[src/rtl/core/npem_pkg.sv]
package npem_pkg;

  // item codes
  localparam logic [1:0] KIND_FIND  = 2'd0;
  localparam logic [1:0] KIND_MARK  = 2'd1;
  localparam logic [1:0] KIND_CLEAR = 2'd2;

  // palette layout
  localparam logic [7:0] FIRST_ENTRY = 8'd16;
  localparam logic [7:0] GREY_START  = 8'd232;
  localparam logic [7:0] LAST_ENTRY  = 8'd255;
  localparam logic [7:0] GREY_BASE   = 8'd8;
  localparam logic [7:0] GREY_STEP   = 8'd10;
  localparam logic [2:0] LEVEL_LAST  = 3'd5;

  localparam int unsigned ENTRY_COUNT = 256;
  localparam int unsigned DIST_W      = 18;

  typedef struct packed {
    logic [1:0]  kind;
    logic [23:0] color;
    logic [7:0]  entry_to_exclude;
  } item_t;

  typedef struct packed {
    logic       found;
    logic [7:0] nearest_entry;
  } result_t;

  // controller to datapath
  typedef struct packed {
    logic init;
    logic step;
    logic mark;
    logic clear;
  } cmd_t;

  // datapath to controller
  typedef struct packed {
    logic last;
    logic pipe_busy;
  } status_t;

  // channel value of a cube level index
  function automatic logic [7:0] cube_level(logic [2:0] idx);
    logic [7:0] lvl;
    unique case (idx)
      3'd0:    lvl = 8'd0;
      3'd1:    lvl = 8'd95;
      3'd2:    lvl = 8'd135;
      3'd3:    lvl = 8'd175;
      3'd4:    lvl = 8'd215;
      3'd5:    lvl = 8'd255;
      default: lvl = 8'd0;
    endcase
    return lvl;
  endfunction

endpackage

[src/rtl/core/nearest_palette_entry_match.sv]
// Finds the nearest palette entry (16 to 255, 6x6x6 cube plus grey ramp) to a
// 24-bit rgb color by squared distance, skipping entries marked excluded; the
// lowest entry wins a tie. An item is taken when start is high and busy is low.
// Mark and clear items finish at the edge that takes them and give no result,
// so busy stays low. A find item walks the 240 candidates one per cycle through
// a three-stage distance pipeline: done_o pulses for one cycle once the pipeline
// has drained, with the answer on result_o, and busy is low again in that cycle.
// The receiver cannot stall the result, so it must take it in that cycle.
module nearest_palette_entry_match (
  input  logic              clk_i,
  input  logic              rst_ni,
  input  logic              start,
  output logic              busy,
  input  npem_pkg::item_t   item_i,
  output logic              done_o,
  output npem_pkg::result_t result_o
);
  import npem_pkg::*;

  cmd_t    cmd;
  status_t status;

  // sequencer
  npem_ctrl u_ctrl (
    .clk_i    (clk_i),
    .rst_ni   (rst_ni),
    .start    (start),
    .kind_i   (item_i.kind),
    .status_i (status),
    .cmd_o    (cmd),
    .busy     (busy),
    .done_o   (done_o)
  );

  // exclusion store and distance pipeline
  npem_datapath u_datapath (
    .clk_i    (clk_i),
    .rst_ni   (rst_ni),
    .cmd_i    (cmd),
    .item_i   (item_i),
    .status_o (status),
    .result_o (result_o)
  );

endmodule

[src/rtl/core/npem_datapath.sv]
module npem_datapath (
  input  logic              clk_i,
  input  logic              rst_ni,
  input  npem_pkg::cmd_t    cmd_i,
  input  npem_pkg::item_t   item_i,
  output npem_pkg::status_t status_o,
  output npem_pkg::result_t result_o
);
  import npem_pkg::*;

  // exclusion store: memory plus valid bits cleared at once
  logic                   excl_mem_q [ENTRY_COUNT];
  logic [ENTRY_COUNT-1:0] excl_vld_q;

  // scan position
  logic [7:0] entry_q;
  logic [2:0] lvl_r_q, lvl_g_q, lvl_b_q;
  logic [7:0] grey_q;
  logic [7:0] tgt_r_q, tgt_g_q, tgt_b_q;

  // pipeline stages
  logic       s1_vld_q, s2_vld_q;
  logic [7:0] s1_dr_q, s1_dg_q, s1_db_q;
  logic [7:0] s1_entry_q;
  logic       s1_mem_q, s1_vbit_q;
  logic [15:0] s2_sr_q, s2_sg_q, s2_sb_q;
  logic [7:0]  s2_entry_q;
  logic        s2_excl_q;

  // running best
  logic              found_q;
  logic [7:0]        best_entry_q;
  logic [DIST_W-1:0] best_dist_q;

  logic              in_grey;
  logic [7:0]        ch_r, ch_g, ch_b;
  logic [7:0]        d_r, d_g, d_b;
  logic [DIST_W-1:0] cand_dist;
  logic              take;

  // channels of the entry at the scan position
  always_comb begin
    in_grey = (entry_q >= GREY_START);
    ch_r    = in_grey ? grey_q : cube_level(lvl_r_q);
    ch_g    = in_grey ? grey_q : cube_level(lvl_g_q);
    ch_b    = in_grey ? grey_q : cube_level(lvl_b_q);
    d_r     = (tgt_r_q >= ch_r) ? (tgt_r_q - ch_r) : (ch_r - tgt_r_q);
    d_g     = (tgt_g_q >= ch_g) ? (tgt_g_q - ch_g) : (ch_g - tgt_g_q);
    d_b     = (tgt_b_q >= ch_b) ? (tgt_b_q - ch_b) : (ch_b - tgt_b_q);
  end

  // distance and best update
  always_comb begin
    cand_dist = {2'b00, s2_sr_q} + {2'b00, s2_sg_q} + {2'b00, s2_sb_q};
    take      = s2_vld_q && !s2_excl_q && (!found_q || (cand_dist < best_dist_q));
  end

  // memory write and registered read
  always_ff @(posedge clk_i) begin
    if (cmd_i.mark) begin
      excl_mem_q[item_i.entry_to_exclude] <= 1'b1;
    end
    if (cmd_i.step) begin
      s1_mem_q  <= excl_mem_q[entry_q];
      s1_vbit_q <= excl_vld_q[entry_q];
    end
  end

  // control state
  always_ff @(posedge clk_i or negedge rst_ni) begin
    if (!rst_ni) begin
      excl_vld_q <= '0;
      entry_q    <= FIRST_ENTRY;
      lvl_r_q    <= '0;
      lvl_g_q    <= '0;
      lvl_b_q    <= '0;
      grey_q     <= GREY_BASE;
      s1_vld_q   <= 1'b0;
      s2_vld_q   <= 1'b0;
      found_q    <= 1'b0;
    end else begin
      if (cmd_i.clear) begin
        excl_vld_q <= '0;
      end else if (cmd_i.mark) begin
        excl_vld_q[item_i.entry_to_exclude] <= 1'b1;
      end

      s1_vld_q <= cmd_i.step;
      s2_vld_q <= s1_vld_q;

      if (cmd_i.init) begin
        entry_q <= FIRST_ENTRY;
        lvl_r_q <= '0;
        lvl_g_q <= '0;
        lvl_b_q <= '0;
        grey_q  <= GREY_BASE;
        found_q <= 1'b0;
      end else begin
        if (cmd_i.step) begin
          entry_q <= entry_q + 8'd1;
          if (in_grey) begin
            grey_q <= grey_q + GREY_STEP;
          end else if (lvl_b_q != LEVEL_LAST) begin
            lvl_b_q <= lvl_b_q + 3'd1;
          end else begin
            lvl_b_q <= '0;
            if (lvl_g_q != LEVEL_LAST) begin
              lvl_g_q <= lvl_g_q + 3'd1;
            end else begin
              lvl_g_q <= '0;
              lvl_r_q <= (lvl_r_q != LEVEL_LAST) ? lvl_r_q + 3'd1 : 3'd0;
            end
          end
        end
        if (take) begin
          found_q <= 1'b1;
        end
      end
    end
  end

  // payload registers
  always_ff @(posedge clk_i) begin
    if (cmd_i.init) begin
      tgt_r_q <= item_i.color[23:16];
      tgt_g_q <= item_i.color[15:8];
      tgt_b_q <= item_i.color[7:0];
    end
    s1_dr_q    <= d_r;
    s1_dg_q    <= d_g;
    s1_db_q    <= d_b;
    s1_entry_q <= entry_q;
    s2_sr_q    <= 16'(s1_dr_q) * 16'(s1_dr_q);
    s2_sg_q    <= 16'(s1_dg_q) * 16'(s1_dg_q);
    s2_sb_q    <= 16'(s1_db_q) * 16'(s1_db_q);
    s2_entry_q <= s1_entry_q;
    s2_excl_q  <= s1_vbit_q & s1_mem_q;
    if (take) begin
      best_dist_q  <= cand_dist;
      best_entry_q <= s2_entry_q;
    end
  end

  assign status_o.last      = (entry_q == LAST_ENTRY);
  assign status_o.pipe_busy = s1_vld_q | s2_vld_q;

  assign result_o.found         = found_q;
  assign result_o.nearest_entry = found_q ? best_entry_q : 8'd0;

endmodule

[src/rtl/core/npem_ctrl.sv]
module npem_ctrl (
  input  logic              clk_i,
  input  logic              rst_ni,
  input  logic              start,
  input  logic [1:0]        kind_i,
  input  npem_pkg::status_t status_i,
  output npem_pkg::cmd_t    cmd_o,
  output logic              busy,
  output logic              done_o
);
  import npem_pkg::*;

  typedef enum logic [1:0] {
    ST_IDLE,
    ST_SCAN,
    ST_DRAIN
  } state_e;

  state_e state_q;
  logic   done_q;
  logic   accept;

  assign busy   = (state_q != ST_IDLE);
  assign accept = start && !busy;
  assign done_o = done_q;

  // commands to the datapath
  always_comb begin
    cmd_o      = '0;
    cmd_o.step = (state_q == ST_SCAN);
    if (accept) begin
      unique case (kind_i)
        KIND_FIND:  cmd_o.init  = 1'b1;
        KIND_MARK:  cmd_o.mark  = 1'b1;
        KIND_CLEAR: cmd_o.clear = 1'b1;
        default:    cmd_o       = '0;
      endcase
    end
  end

  // sequencer
  always_ff @(posedge clk_i or negedge rst_ni) begin
    if (!rst_ni) begin
      state_q <= ST_IDLE;
      done_q  <= 1'b0;
    end else begin
      done_q <= 1'b0;
      unique case (state_q)
        ST_IDLE: begin
          if (accept && kind_i == KIND_FIND) begin
            state_q <= ST_SCAN;
          end
        end
        ST_SCAN: begin
          if (status_i.last) begin
            state_q <= ST_DRAIN;
          end
        end
        ST_DRAIN: begin
          if (!status_i.pipe_busy) begin
            state_q <= ST_IDLE;
            done_q  <= 1'b1;
          end
        end
        default: state_q <= ST_IDLE;
      endcase
    end
  end

`ifndef SYNTHESIS
  a_done_single: assert property (@(posedge clk_i) disable iff (!rst_ni)
    done_o |=> !done_o) else $error("result strobe held for more than one cycle");
  a_done_idle: assert property (@(posedge clk_i) disable iff (!rst_ni)
    done_o |-> !busy) else $error("result given while still busy");
  a_find_busy: assert property (@(posedge clk_i) disable iff (!rst_ni)
    (accept && kind_i == KIND_FIND) |=> busy) else $error("query accepted without scan");
  a_drain_empty: assert property (@(posedge clk_i) disable iff (!rst_ni)
    $rose(done_o) |-> !$past(status_i.pipe_busy)) else $error("result before pipe drained");
`endif

endmodule

[config.mk]
export PLATFORM = sky130hd
export DESIGN_NAME = nearest_palette_entry_match
export DESIGN_NICKNAME = d
export VERILOG_FILES = /design/src/rtl/core/npem_pkg.sv /design/src/rtl/core/nearest_palette_entry_match.sv /design/src/rtl/core/npem_datapath.sv /design/src/rtl/core/npem_ctrl.sv
export SDC_FILE = /design/constraint.sdc
export NUM_CORES = 1
export LEC_CHECK = 0
export ABC_AREA = 1
export BUFFER_PORTS_ARGS = -buffer_cell sky130_fd_sc_hd__buf_2
export CORE_MARGIN = 3
export CORE_UTILIZATION = 60
export DETAILED_ROUTE_END_ITERATION = 7
export HOLD_SLACK_MARGIN = 0.02
export PLACE_DENSITY = 0.77
export SETUP_SLACK_MARGIN = 0.05
export SLEW_MARGIN = 20
export SYNTH_ARGS = -nofsm -noshare
export SYNTH_HDL_FRONTEND = slang
export SYNTH_SLANG_ARGS = --single-unit
[constraint.sdc]
create_clock -name clk_i -period 7.45 [get_ports clk_i]
set_input_delay 0.745 -clock clk_i [delete_from_list [all_inputs] [get_ports clk_i]]
set_output_delay 0.745 -clock clk_i [all_outputs]
set_load 0.03 [all_outputs]
==> summary.md <==
| Metric | Value |
|---|---|
| Port bufs | 47 |
| Post_cts resized | 0 |
| Reg clk slew, reported paths | 0.06 ns |
| Max Clk Rate | 0.2065 GHz |
| DP HPWL | 47.06 mm |
| Setup TNS | 0 ns |
| Final setup fails | 0 |
| Multi-input gate area | 0.01281 sq mm |
| Synth Cell Area | 0.02635 sq mm |
| Outcome | finished clean |
| Leading area contributor after synthesis | dfrtp_1 |
| Aggregate global routing overflow | 0 |
| Hold WC Path Type | in2async |
| Die X | 215.6 microns |
| Synth Area in XOR/XNOR | 0.03756 |
| Vias in the first global route | 21657 |
| DR DRC count | 0 |
| Post-CTS Repair Setup Buffers | 0 |
| Syn_area_per_cell | 7.991 sq um |
| # diodes | 0 |
| R2R Path Start | u_datapath.s2_sg_q[4] |
| Share of the synthesized area in the top cell type | 0.2697 |
| RePlAce Congestion | 0.9083 |
| Clk_skew | 0.03715 ns |
| Rows | 76 |
| Critical path capture point type | flip-flop |
| Core Area | 0.04327 sq mm |
| Commonest non-fill, non-tap cell in the layout | nand2_1 |
| Num CTS Buffers | 46 |
| Worst-Margin Slew | 1.105 ns |
| Htree depth | 2 |
| WP data required | 7.71 ns |
| Via count | 21885 |
| Max Fanout on Critical Path | 18 |
| Post-CTS Hold Fix Bufs | 0 |
| Largest net degree at the start of global routing | 257 |
| Max-slew violations | 0 |
| First-pass GRT wire length | 110.1 mm |
| Critical path class | reg2reg |
| Dominant cells by area after synthesis | dfrtp_1 27%, nand2_1 10%, inv_1 9.3% |
| Compound-Gate Fraction of Synth Area | 0.1167 |
| R2r setup slk | 2.61 ns |
| Library cells used by synthesis | 49 |
| Main synth FF type | dfrtp_1 |
| Final Hold Fails | 0 |
| Fillers | 3676 |
| Layout net count | 3569 |
| Max-slew headroom | 0.2631 |
| Die height | 215.6 microns |
| Io pins | 48 |
| Clk sinks | 423 |
| Area grow syn2layout | 7.893% |
| Clk_lat worst skew | 0.60 ns |
| CTS tree | done |
| EDFF count, synth | 51 |
| RSZ-0062 raised after global routing | no |
| Final period util | 0.6500 |
| Synth Warn # | 0 |
| Drt total wl | 68.13 mm |
| Largest family of logic cells by synthesized area | simple AND/OR/NAND/NOR gates |
| Synthesized-area fraction occupied by and/or/nand/nor cells | 0.1777 |
| Die footprint | 0.04646 sq mm |
| Worst Setup Start Kind | flip-flop |
| Layout cells sized above 1 | 0.04941 |
| Max_cap viols | 0 |
| RR Endpoint | u_datapath.best_dist_q[14] |
| Adder-cell share of the synthesized area | 0.1518 |
| Critical Path AT | 5.10 ns |
| Post-Syn Instances | 3297 |
| CTS Buffer Depth | 3 |
| Clk root buf | clkbuf_16 |
| Seq/Total Area, Yosys | 0.3952 |
| Mux share of post-synthesis cell area | 0.001235 |
| Initial DRC Count | 2279 |
| Initial antenna violation count | 0 |
| Final Critical Period | 4.842 ns |
| Async set or reset register ratio after synthesis | 0.6761 |
| Storage element area | 0.01042 sq mm |
| Initial core utilization | 0.6089 |
| Post-route ant nets | 0 |
| Vias per cell | 5.635 |
| Register bit total from synthesis | 423 |
| Tot GR Track Use | 0.2927 |
| TritonRoute pass-1 iters | 5 |
| Worst R2R Path Depth | 22 |
| Commonest non-fill, non-tap cells in the layout | 735 x nand2_1, 652 x inv_1, 282 x dfrtp_1 |
| Wire length per cell | 17.54 microns |
-- cells in the mapped netlist, drive strengths merged, types with 36 or more instances --
| library cell | number |
|---|---|
| o22ai | 173 |
| fa | 81 |
| edfxtp | 51 |
| buf | 72 |
| xnor2 | 36 |
| dfrtp | 284 |
| nand2 | 738 |
| nand3 | 213 |
| o21ai | 79 |
| inv | 657 |
| xor2 | 77 |
| a21oi | 190 |
| clkbuf | 74 |
| dfxtp | 86 |
| nor2 | 163 |
| ha | 190 |
-- cells by family after synthesis --
| kind of cell | after synthesis |
|---|---|
| AO/OA/AOI/OAI | 528 |
| XOR/XNOR | 113 |
| adder cells (fa/ha/maj) | 271 |
| buffers and inverters | 811 |
| flip-flops | 423 |
| multiplexers | 3 |
| other | 1 |
| AND/OR/NAND/NOR | 1147 |
-- per-layer routing --
metal	routed length, microns	vias up	track usage
met1	27800	10476	0.3828
li1	-	10372	-
met4	2732	0	0.1258
met5	0	-	0
met2	32640	862	0.4916
met3	4965	175	0.04055
-- cell type report --
cell class | instances | share of cell area
clock buffer | 76 | 0.05203
clock inverter | 10 | 0.003345
inverter | 665 | 0.08781
multi-input combinational | 2066 | 0.4505
sequential | 423 | 0.3665
tap | 585 | 0.02575
timing repair buffer | 59 | 0.01409
-- how the worst max path moves through the flow --
stage,startpoint,end,slack [ns]
finish,u_datapath.s2_sg_q[4],u_datapath.best_dist_q[14],2.61
detailed placement,u_datapath.s2_sg_q[7],u_datapath.best_dist_q[14],2.61
floorplan,u_datapath.s2_sg_q[7],u_datapath.best_dist_q[0],2.63
global placement,u_datapath.s2_sg_q[7],u_datapath.best_dist_q[16],2.73
CTS,u_datapath.s2_sg_q[7],u_datapath.best_dist_q[14],2.60
global route,u_datapath.s2_sg_q[7],u_datapath.best_dist_q[14],2.16
-- metrics by stage --
step | area [sq um] | util | setup WS, ns | hold slack (ns) | std cells
after global routing | 28430 | 0.6570 | 2.160 | 0.2160 | 3884
after global placement | 26800 | 0.6193 | 2.731 | 0.3124 | 3796
final | 28430 | 0.6570 | 2.608 | 0.1618 | 3884
after detailed placement | 26800 | 0.6193 | 2.614 | 0.3135 | 3796
after CTS | 28370 | 0.6557 | 2.598 | 0.2075 | 3882
after floorplan | 26360 | - | 2.634 | 0.3096 | 3300
-- worst max-delay path: stages, from the launching register on --
cell,delay [ns]
dfxtp_1,0.30
ha_1,0.33
inv_1,0.08
nor3_1,0.22
a21oi_1,0.15
o21ai_0,0.30
nand2_1,0.09
nand2_1,0.10
xor2_1,0.16
ha_1,0.30
nand2_1,0.11
nor2_1,0.06
a221oi_1,0.26
nand2_1,0.13
a21oi_1,0.14
nor2_1,0.07
ha_1,0.33
a21oi_1,0.16
o21ai_0,0.10
nor2_1,0.14
nand3_1,0.15
a21oi_2,0.47
buf_4,0.36
-- registers in the layout, summed over array words and instances (netlist names), 15 cells and up --
name,count
u_datapath.excl_vld_q,256
u_datapath.best_dist_q,18
u_datapath.s2_sb_q,15
u_datapath.s2_sg_q,15
u_datapath.s2_sr_q,15
Power is left out: the tool's default activity adds up to more than one toggle a clock period on the data nets, which glitch-free logic cannot reach.
